==> src/rtl/aqg_pkg.sv <==
// Shared types and constants of the adaptive quality governor.
package aqg_pkg;

    localparam int RATE_W    = 16;
    localparam int LEVEL_W   = 7;
    localparam int THETA_W   = 8;
    localparam int COUNT_W   = 8;
    localparam int CFG_IDX_W = 3;
    localparam int CFG_DATA_W = 16;

    localparam logic [LEVEL_W-1:0] LEVEL_MAX        = 7'd100;
    localparam logic [LEVEL_W-1:0] LEVEL_DROP_FLOOR = 7'd10;
    localparam logic [LEVEL_W-1:0] COLLISION_CUT    = 7'd50;
    localparam logic [THETA_W-1:0] THETA_RISE       = 8'd10;
    localparam logic [THETA_W-1:0] THETA_FALL       = 8'd5;
    localparam logic [THETA_W-1:0] THETA_CEIL       = 8'd200;
    localparam logic [THETA_W-1:0] THETA_FLOOR      = 8'd30;
    localparam logic [THETA_W-1:0] THETA_RESET      = 8'd50;
    localparam logic [THETA_W-1:0] THETA_BASE       = 8'd50;

    localparam logic [RATE_W-1:0]  LOW_THR_RESET  = 16'd880;
    localparam logic [RATE_W-1:0]  HIGH_THR_RESET = 16'd1040;
    localparam logic [COUNT_W-1:0] ADJUST_RESET   = 8'd30;
    localparam logic [LEVEL_W-1:0] STEP_RESET     = 7'd10;

    typedef enum logic [CFG_IDX_W-1:0] {
        REG_ENABLE   = 3'd0,
        REG_LOW_THR  = 3'd1,
        REG_HIGH_THR = 3'd2,
        REG_ADJUST   = 3'd3,
        REG_STEP     = 3'd4
    } t_cfg_idx;

    typedef struct packed {
        logic                 enable;
        logic [RATE_W-1:0]    low_thr;
        logic [RATE_W-1:0]    high_thr;
        logic [COUNT_W-1:0]   adjust_frames;
        logic [LEVEL_W-1:0]   step;
    } t_cfg;

    typedef struct packed {
        logic [COUNT_W-1:0]   frame_counter;
        logic [LEVEL_W-1:0]   force_q;
        logic [LEVEL_W-1:0]   collision_q;
        logic [LEVEL_W-1:0]   particle_q;
        logic [THETA_W-1:0]   theta;
    } t_state;

    typedef struct packed {
        logic [LEVEL_W-1:0]   force_level;
        logic [LEVEL_W-1:0]   collision_level;
        logic [LEVEL_W-1:0]   particle_level;
        logic [THETA_W-1:0]   theta_level;
        logic [THETA_W-1:0]   theta_applied;
        logic                 collision_on;
        logic                 evaluated;
    } t_result;

endpackage

==> src/rtl/aqg_cfg.sv <==
// Configuration register file of the adaptive quality governor.
module aqg_cfg (
    input  logic                            i_clk,
    input  logic                            i_rst_n,
    input  logic                            i_cfg_valid,
    input  logic [aqg_pkg::CFG_IDX_W-1:0]   i_cfg_index,
    input  logic [aqg_pkg::CFG_DATA_W-1:0]  i_cfg_data,
    output aqg_pkg::t_cfg                   o_cfg
);
    import aqg_pkg::*;

    t_cfg r_cfg;

    always_ff @(posedge i_clk) begin
        if (!i_rst_n) begin
            r_cfg.enable        <= 1'b1;
            r_cfg.low_thr       <= LOW_THR_RESET;
            r_cfg.high_thr      <= HIGH_THR_RESET;
            r_cfg.adjust_frames <= ADJUST_RESET;
            r_cfg.step          <= STEP_RESET;
        end else if (i_cfg_valid) begin
            // Writes to indexes beyond the register list are dropped.
            unique case (i_cfg_index)
                REG_ENABLE:   r_cfg.enable        <= i_cfg_data[0];
                REG_LOW_THR:  r_cfg.low_thr       <= i_cfg_data[RATE_W-1:0];
                REG_HIGH_THR: r_cfg.high_thr      <= i_cfg_data[RATE_W-1:0];
                REG_ADJUST:   r_cfg.adjust_frames <= i_cfg_data[COUNT_W-1:0];
                REG_STEP:     r_cfg.step          <= i_cfg_data[LEVEL_W-1:0];
                default: ;
            endcase
        end
    end

    assign o_cfg = r_cfg;

endmodule

==> src/rtl/aqg_update.sv <==
// Per-frame next-state and result logic of the adaptive quality governor.
module aqg_update (
    input  aqg_pkg::t_cfg                 i_cfg,
    input  aqg_pkg::t_state               i_state,
    input  logic [aqg_pkg::RATE_W-1:0]    i_rate,
    output aqg_pkg::t_state               o_state,
    output aqg_pkg::t_result              o_result
);
    import aqg_pkg::*;

    function automatic logic [LEVEL_W-1:0] level_down(
        input logic [LEVEL_W-1:0] lvl, input logic [LEVEL_W-1:0] step);
        logic [LEVEL_W-1:0] res;
        res = lvl;
        if (lvl > LEVEL_DROP_FLOOR) begin
            res = (lvl > step) ? (lvl - step) : '0;
        end
        return res;
    endfunction

    function automatic logic [LEVEL_W-1:0] level_up(
        input logic [LEVEL_W-1:0] lvl, input logic [LEVEL_W-1:0] step);
        logic [LEVEL_W:0] sum;
        sum = {1'b0, lvl};
        if (lvl < LEVEL_MAX) begin
            sum = {1'b0, lvl} + {1'b0, step};
        end
        return (sum > {1'b0, LEVEL_MAX}) ? LEVEL_MAX : sum[LEVEL_W-1:0];
    endfunction

    function automatic logic [LEVEL_W-1:0] clamp_level(input logic [LEVEL_W-1:0] lvl);
        return (lvl > LEVEL_MAX) ? LEVEL_MAX : lvl;
    endfunction

    logic [COUNT_W-1:0] count_inc;
    logic               do_eval;
    logic               go_down;
    logic               go_up;
    logic [THETA_W-1:0] theta_up;
    logic [LEVEL_W-1:0] force_gap;
    t_state             nxt;

    always_comb begin
        count_inc = i_state.frame_counter + 1'b1;
        do_eval   = i_cfg.enable && (count_inc >= i_cfg.adjust_frames);
        go_down   = i_rate < i_cfg.low_thr;
        go_up     = !go_down && (i_rate > i_cfg.high_thr);
        theta_up  = i_state.theta + THETA_RISE;

        nxt = i_state;
        if (i_cfg.enable) begin
            nxt.frame_counter = count_inc;
        end
        if (do_eval) begin
            nxt.frame_counter = '0;
            priority if (go_down) begin
                nxt.force_q     = level_down(i_state.force_q, i_cfg.step);
                nxt.collision_q = level_down(i_state.collision_q, i_cfg.step);
                nxt.particle_q  = level_down(i_state.particle_q, i_cfg.step);
                nxt.theta       = (theta_up > THETA_CEIL) ? THETA_CEIL : theta_up;
            end else if (go_up) begin
                nxt.force_q     = level_up(i_state.force_q, i_cfg.step);
                nxt.collision_q = level_up(i_state.collision_q, i_cfg.step);
                nxt.particle_q  = level_up(i_state.particle_q, i_cfg.step);
                nxt.theta       = (i_state.theta < THETA_FLOOR + THETA_FALL) ?
                                  THETA_FLOOR : (i_state.theta - THETA_FALL);
            end else begin
                nxt.theta = i_state.theta;
            end
            nxt.force_q     = clamp_level(nxt.force_q);
            nxt.collision_q = clamp_level(nxt.collision_q);
            nxt.particle_q  = clamp_level(nxt.particle_q);
        end

        force_gap = LEVEL_MAX - nxt.force_q;

        o_state                  = nxt;
        o_result.force_level     = nxt.force_q;
        o_result.collision_level = nxt.collision_q;
        o_result.particle_level  = nxt.particle_q;
        o_result.theta_level     = nxt.theta;
        o_result.theta_applied   = (nxt.force_q < LEVEL_MAX) ?
                                   (THETA_BASE + {force_gap, 1'b0}) : nxt.theta;
        o_result.collision_on    = nxt.collision_q >= COLLISION_CUT;
        o_result.evaluated       = do_eval;
    end

endmodule

==> src/rtl/adaptive_quality_governor_unit.sv <==
// Top level of the adaptive quality governor: input register, update logic, result register.
//
//  Channel  Direction  Handshake                    Payload
//  in       in         i_in_valid / o_in_ready      i_frame_rate
//  cfg      in         i_cfg_valid / o_cfg_ready    i_cfg_index, i_cfg_data
//  out      out        o_out_valid / i_out_ready    levels, theta, collision_on, evaluated
//
// Each frame passes from acceptance through the input register, then through the update
// logic into the result register, where the governor state is also written. A new frame
// transaction is accepted every cycle while the output does not stall; the rate is set by
// the state update loop. Synchronous active-low reset restores the register defaults,
// clears the frame counter and sets all levels to 100 and theta to 50. When the
// result is not taken, the input register still accepts one more transaction before
// o_in_ready falls. Configuration transactions are always accepted.
module adaptive_quality_governor_unit (
    input  logic                            i_clk,
    input  logic                            i_rst_n,
    input  logic                            i_in_valid,
    output logic                            o_in_ready,
    input  logic [aqg_pkg::RATE_W-1:0]      i_frame_rate,
    input  logic                            i_cfg_valid,
    output logic                            o_cfg_ready,
    input  logic [aqg_pkg::CFG_IDX_W-1:0]   i_cfg_index,
    input  logic [aqg_pkg::CFG_DATA_W-1:0]  i_cfg_data,
    output logic                            o_out_valid,
    input  logic                            i_out_ready,
    output logic [aqg_pkg::LEVEL_W-1:0]     o_force_level,
    output logic [aqg_pkg::LEVEL_W-1:0]     o_collision_level,
    output logic [aqg_pkg::LEVEL_W-1:0]     o_particle_level,
    output logic [aqg_pkg::THETA_W-1:0]     o_theta_level,
    output logic [aqg_pkg::THETA_W-1:0]     o_theta_applied,
    output logic                            o_collision_on,
    output logic                            o_evaluated
);
    import aqg_pkg::*;

    t_cfg               cfg;
    logic               r_s1_valid;
    logic [RATE_W-1:0]  r_s1_rate;
    t_state             r_state;
    t_state             n_state;
    logic               r_out_valid;
    t_result            r_result;
    t_result            n_result;
    logic               s2_fire;

    aqg_cfg u_cfg (
        .i_clk       (i_clk),
        .i_rst_n     (i_rst_n),
        .i_cfg_valid (i_cfg_valid),
        .i_cfg_index (i_cfg_index),
        .i_cfg_data  (i_cfg_data),
        .o_cfg       (cfg)
    );

    aqg_update u_update (
        .i_cfg    (cfg),
        .i_state  (r_state),
        .i_rate   (r_s1_rate),
        .o_state  (n_state),
        .o_result (n_result)
    );

    // The held frame moves on whenever the result register is empty or being drained.
    assign s2_fire     = r_s1_valid && (!r_out_valid || i_out_ready);
    assign o_in_ready  = !r_s1_valid || s2_fire;
    assign o_cfg_ready = 1'b1;

    always_ff @(posedge i_clk) begin
        if (!i_rst_n) begin
            r_s1_valid            <= 1'b0;
            r_out_valid           <= 1'b0;
            r_state.frame_counter <= '0;
            r_state.force_q       <= LEVEL_MAX;
            r_state.collision_q   <= LEVEL_MAX;
            r_state.particle_q    <= LEVEL_MAX;
            r_state.theta         <= THETA_RESET;
        end else begin
            if (o_in_ready) begin
                r_s1_valid <= i_in_valid;
            end
            if (s2_fire) begin
                r_state     <= n_state;
                r_out_valid <= 1'b1;
            end else if (i_out_ready) begin
                r_out_valid <= 1'b0;
            end
        end
    end

    // Payload registers carry no reset.
    always_ff @(posedge i_clk) begin
        if (o_in_ready && i_in_valid) begin
            r_s1_rate <= i_frame_rate;
        end
        if (s2_fire) begin
            r_result <= n_result;
        end
    end

    assign o_out_valid       = r_out_valid;
    assign o_force_level     = r_result.force_level;
    assign o_collision_level = r_result.collision_level;
    assign o_particle_level  = r_result.particle_level;
    assign o_theta_level     = r_result.theta_level;
    assign o_theta_applied   = r_result.theta_applied;
    assign o_collision_on    = r_result.collision_on;
    assign o_evaluated       = r_result.evaluated;

    // Input backpressure only arises when both stages are occupied and the output stalls.
    a_ready_low: assert property (@(posedge i_clk) disable iff (!i_rst_n)
        !o_in_ready |-> (r_s1_valid && r_out_valid && !i_out_ready))
        else $error("input ready dropped without a full pipeline");

    // An evaluation always restarts the frame count.
    a_eval_clears: assert property (@(posedge i_clk) disable iff (!i_rst_n)
        (s2_fire && n_result.evaluated) |=> (r_state.frame_counter == '0))
        else $error("frame counter not cleared after evaluation");

    // Stored theta stays inside its clamp limits.
    a_theta_range: assert property (@(posedge i_clk) disable iff (!i_rst_n)
        (r_state.theta >= THETA_FLOOR) && (r_state.theta <= THETA_CEIL))
        else $error("stored theta out of range");

    // Quality levels never exceed the maximum.
    a_level_range: assert property (@(posedge i_clk) disable iff (!i_rst_n)
        (r_state.force_q <= LEVEL_MAX) && (r_state.collision_q <= LEVEL_MAX) &&
        (r_state.particle_q <= LEVEL_MAX))
        else $error("quality level above maximum");

endmodule
==> config.mk <==
export PLATFORM = sky130hd
export DESIGN_NAME = adaptive_quality_governor_unit
export DESIGN_NICKNAME = d
export VERILOG_FILES = /design/src/rtl/aqg_pkg.sv /design/src/rtl/aqg_cfg.sv /design/src/rtl/aqg_update.sv /design/src/rtl/adaptive_quality_governor_unit.sv
export SDC_FILE = /design/constraint.sdc
export NUM_CORES = 1
export LEC_CHECK = 0
export BUFFER_PORTS_ARGS = -buffer_cell sky130_fd_sc_hd__clkbuf_2
export CAP_MARGIN = 20
export CORE_MARGIN = 1
export CORE_UTILIZATION = 60
export CTS_BUF_LIST = sky130_fd_sc_hd__clkbuf_8
export DETAILED_ROUTE_END_ITERATION = 10
export GPL_TIMING_DRIVEN = 0
export HOLD_SLACK_MARGIN = 0.08
export PLACE_DENSITY_LB_ADDON = 0.3
export REMOVE_ABC_BUFFERS = 1
export SLEW_MARGIN = 20
export SYNTH_ARGS = -nofsm -noshare
export SYNTH_HDL_FRONTEND = slang
export SYNTH_SLANG_ARGS = --single-unit
==> constraint.sdc <==
create_clock -name i_clk -period 8 [get_ports i_clk]
set_input_delay 1.2 -clock i_clk [delete_from_list [all_inputs] [get_ports i_clk]]
set_output_delay 1.2 -clock i_clk [all_outputs]
set_load 0.05 [all_outputs]
Yosys cells after proc, flatten, opt, wreduce, memory -nomap -nowiden
Index checks and enable logic that the tools add are counted.
Word-level totals
  output and inout bits: 42
  bits in latches: 0
  memories kept: 0
  input bits: 40
  memory bits (writable): 0
  register bits: 142
  ROM bits: 0
Cells by class
  magnitude comparators: 22
  reductions and logical operators: 18
  multiplexer cells: 35
  bitwise operators: 0
  shifts and indexed selects: 0
  $add $sub $neg: 11
  equality and inequality tests: 4
  div/mod/pow operators: 0
  multiply operators: 0
Operator list (count)
  8-bit two-way mux: 17
  7-bit two-way mux: 12
  29-bit two-way mux: 2
  37-bit two-way mux: 1
  7-bit less-than comparator (second input constant): 4
  7-bit by 7-bit adder with 8-bit output: 3
  8-bit by 7-bit greater-than comparator with 1-bit output (second input constant): 3
  7-bit by 4-bit greater-than comparator with 1-bit output (second input constant): 3
  7-bit greater-than comparator: 3
  7-bit greater-than comparator (second input constant): 3
  21-bit two-way mux: 1
  7-bit subtractor: 3
  16-bit greater-than comparator: 1
  16-bit less-than comparator: 1
  2-bit AND reduction: 6
  6-bit by 8-bit adder with 8-bit output (first input constant): 1
  8-bit by 1-bit adder with 8-bit output (second input constant): 1
  8-bit by 4-bit adder with 8-bit output (second input constant): 1
  8-bit greater-or-equal comparator: 1
  8-bit greater-than comparator (second input constant): 1
  8-bit by 6-bit less-than comparator with 1-bit output (second input constant): 1
  8-bit by 3-bit subtractor with 8-bit output (second input constant): 1
  7-bit by 6-bit greater-or-equal comparator with 1-bit output (second input constant): 1
  7-bit subtractor (first input constant): 1
  other kinds (9): 18

Logic depth before layout (Yosys ltp)
  word-level depth: 17
  depth in mapped cells: 20

By module
From an unflattened synthesis, not the netlist that was laid out.
Unflattened totals
  cells, all modules: 1216
  area, all modules: 10649.0 µm²
By module, submodules not included
  aqg_update: sequential area each 0.0 µm², area each 5444.0 µm², cells an instance 797, instances 1
  adaptive_quality_governor_unit: sequential area each 2432.3 µm², area each 3258.1 µm², cells an instance 229, instances 1
  aqg_cfg: sequential area each 960.9 µm², area each 1946.9 µm², cells an instance 190, instances 1

Least setup slack after synthesis
Ideal clock, no wire load.
  kind: register -> register
  start point: register u_cfg.r_cfg, in the netlist u_cfg.o_cfg[1]
  end point: register r_result, in the netlist o_theta_applied[7] (data pin)
  cell stages (with the launch flop): 17
  arrival time: 4095 ps
  slack: 3644 ps
  cells stage by stage: dfxtp_1 -> inv_1 -> fa_1 -> or2_1 -> a22o_1 -> xnor2_1 -> nand2_1 -> o311a_4 -> or3_1 -> a221oi_1 -> a22oi_2 -> ha_1 -> o21ai_2 -> xnor2_1 -> nand2b_1 -> o2111a_1 -> a221o_1
RTL lines
  from (decl): line aqg_cfg.sv:12  | t_cfg r_cfg;
  to (signal assigned): line adaptive_quality_governor_unit.sv:97  | r_result <= n_result;
  to (decl): line adaptive_quality_governor_unit.sv:43  | t_result r_result;

==> results.json <==
{
  "startpoint": "r_state[31]",
  "slowest_stage": "clkinv_1",
  "cts-root-buf": "clkbuf_8",
  "path_max_fanout": 32,
  "synthesis.instances": 1193,
  "fin_cells": 1465,
  "routed_wirelength_mm": 24.3,
  "clk_pin_slew_ns": 0.08,
  "ir_drop_mv": 0.158,
  "start_util_pct": 62.0,
  "synth_area_leaders": "dfxtp_1, edfxtp_1, ha_1",
  "cp_slowest_stage_delay_ns": 0.68,
  "synth_seq_cells": 142,
  "avgSynthCellArea_sq_um": 8.34,
  "avgViaCountPerCell": 6.08,
  "placedCellCount": 1433,
  "drtIter0Drc": 733,
  "antennaDiodeCount": 0,
  "max_slew_margin_pct": 27.7,
  "syn-cell-area_sq_um": 9950,
  "switchingPower_uw": 604,
  "numClockSinks": 142,
  "io_pins": 82,
  "hold_ws_ns": 0.458,
  "yosysTopAreaCell": "dfxtp_1",
  "clockPowerShare_pct": 31.4,
  "cts_setup_buffers": 0,
  "crit_arrival_ns": 5.91,
  "cts_tree": "yes",
  "synth_edf_count": 55,
  "rsz0062_at_grt": "no",
  "synth_top_area_share_pct": 17.5,
  "dr.pass1.iters": 5,
  "p_comb_share_pct": 23.9,
  "rr_worst_depth": 17,
  "die-area_sq_um": 17100,
  "clock_latency_ns": 0.46,
  "ctsLongestPathBuffers": 2,
  "outcome": "complete, no violations",
  "layout.area.seq_sq_um": 3390,
  "cts-htree-levels": 4,
  "dp.final_hpwl_mm": 17.0,
  "cp_cell_sequence": "and3_1 > and3_1 > xor2_1 > ha_1 > nand3_1 > o211a_1 > a21oi_1 > nand2_2 > clkinv_1 > nor2_1 > a41oi_2 > ha_1 > o21ai_2 > xnor2_1 > nand2b_1 > o2111a_1 > a221o_1",
  "hp-start": "u_cfg.o_cfg[42]",
  "p_leak_uw": 0.00437,
  "endpoint_kind": "flop",
  "p_per_area_nw_per_um2": 169,
  "finalPower_uw": 1830,
  "detail-route-antenna-nets": 0,
  "post-route-period-util_pct": 71.2,
  "drc_errors": 0,
  "p_seq_share_pct": 44.7,
  "fin_skew_ns": 0.0138,
  "io_buffers": 80,
  "post-route-min-period_ns": 5.70,
  "crit_path_start_kind": "flop",
  "fill_cells": 1367,
  "maxCapViolCount": 0,
  "cts_hold_buf": 0,
  "min_path_type": "reg -> reg",
  "final_nets": 1371,
  "via_count": 8908,
  "synth-main-ff-cell": "dfxtp_1",
  "netSwitchingFraction_pct": 33.0,
  "hold_viol": 0,
  "grt_pass1_wl_mm": 39.5,
  "multi_input_area_sq_um": 5940,
  "antenna_found_initial": 0,
  "wl_per_cell_microns": 16.6,
  "seq_area_frac_synth_pct": 34.1,
  "numCtsBuffers": 17,
  "die_y_microns": 131,
  "design_area_sq_um": 10800,
  "place.gp.congestion": 0.969,
  "core_sq_um": 16100,
  "setup_viol": 0,
  "setup_tns_ns": 0,
  "fmax_ghz": 0.176,
  "regToRegEndpoint": "o_theta_applied[7]",
  "ff2ff_setup_slack_ns": 2.30,
  "fp-row-count": 46,
  "fp.dieW_microns": 131,
  "synthArstFlopShare_pct": 0,
  "cts-resized-gates": 0,
  "drive_above_1_share_pct": 12.7,
  "tightest_slew_ns": 1.08,
  "synthDistinctLibCells": 93,
  "syn2layout_area_growth_pct": 8.71,
  "placed_area_sq_um": 10400,
  "grt_max_degree": 64,
  "grtUsageTotal_pct": 29.5,
  "grt_pass1_vias": 8265,
  "path_class": "reg -> reg",
  "slew_violations": 0,
  "intPower_uw": 1230,
  "grt_overflow_total": 0,
  "r2r-start": "r_state[31]",
  "yosys_warnings": 0,
  "endpoint": "o_theta_applied[7]",
  "crit_required_ns": 8.21
}
==> routing by layer <==
metal,global-route usage (%),part of all wire (%),vias up
li1,-,-,4368
met1,38.1,44,4115
met2,48.5,47,363
met3,5.70,6.6,62
met4,11.8,2.6,0
met5,0,0,-
==> state kept, by name, indices dropped and copies added (netlist names) <==
name	cells
o_collision_level	7
o_collision_on	1
o_evaluated	1
o_force_level	7
o_out_valid	1
o_particle_level	7
o_theta_applied	8
o_theta_level	8
r_s1_rate	16
r_s1_valid	1
r_state	37
u_cfg.o_cfg	48
==> synthesized netlist by cell type, types with 9 or more instances <==
| master | instances |
|---|---|
| edfxtp_1 | 55 |
| xor2_1 | 12 |
| inv_1 | 93 |
| clkbuf_1 | 45 |
| o211ai_1 | 26 |
| a21oi_1 | 113 |
| nand2_1 | 169 |
| nor2_1 | 86 |
| a211oi_1 | 18 |
| nand4_1 | 14 |
| o21ai_0 | 46 |
| xnor2_1 | 24 |
| nor2b_1 | 9 |
| o21bai_1 | 9 |
| ha_1 | 89 |
| dfxtp_1 | 87 |
| and3_1 | 12 |
| nor3_1 | 25 |
| nand2b_1 | 15 |
| a21o_1 | 12 |
| nand3_1 | 32 |
==> worst min-delay path by stage <==
| stage | to | slack (ns) | cells after the start |
|---|---|---|---|
| after global placement | u_cfg.o_cfg[31] | 0.44 | 2 |
| after CTS | u_cfg.o_cfg[34] | 0.46 | 2 |
| after floorplan | u_cfg.o_cfg[12] | 0.44 | 2 |
| after global routing | u_cfg.o_cfg[33] | 0.47 | 2 |
| after detailed placement | u_cfg.o_cfg[34] | 0.45 | 2 |
| final | u_cfg.o_cfg[42] | 0.46 | 2 |
==> placed cells by master, fill, tap and decap left out, drive strengths merged, types with 10 or more instances in the layout <==
cell	instances
a211oi	23
nor2b	10
a21oi	114
a21o	12
nand3	32
and3	12
o21bai	10
nand4	14
ha	89
inv	102
nand2	169
nor3	26
o211ai	26
xnor2	25
dfxtp	87
nand2b	15
edfxtp	55
clkbuf	98
nor2	87
xor2	12
o21ai	53
==> metrics by stage <==
stage                     util [%]  setup WS, ns
after global routing          67.4          1.92
after detailed placement      64.9          2.42
final                         67.4          2.30
after CTS                     67.4          2.38
after global placement        64.4          2.01
after floorplan                  -          3.21
==> power groups by stage <==
stage                     clock network, uW  logic (uW)  registers (uW)
final                                   575         438             817
after global routing                    614         480             822
after CTS                               582         432             817
after detailed placement                  0         429             833
after global placement                    0         416             832
after floorplan                           0         287             860
==> critical path: cells and delay by family (launching register included) <==
kind	cells	cell delay [ns]
XOR/XNOR	2	0.28
AO/OA/AOI/OAI	6	1.79
AND/OR/NAND/NOR	6	1.57
flip-flops	1	0.41
adder cells (fa/ha/maj)	2	0.68
buffers and inverters	1	0.68
==> area by class of cell <==
type                       count  share of cell area (%)
clock buffer                  18                    2.29
clock inverter                14                    1.31
inverter                      99                    3.47
multi-input combinational    892                    54.9
sequential                   142                    31.4
tap                          216                    2.50
timing repair buffer          84                    4.16
==> cells by family (layout without fill, tap and decap cells) <==
family,count (synthesis),in the layout,synth area share [%]
and+or+nand+nor,409,409,19.1
DFF,142,142,34.1
AOI/OAI and AO/OA,346,346,24.1
buffers and inverters,159,215,6.46
other,1,1,0.0377
muxes,4,4,0.415
adders and majority gates,95,95,12.4
xor gates and xnor gates,37,37,3.33
(Power assumes the default switching activity.)
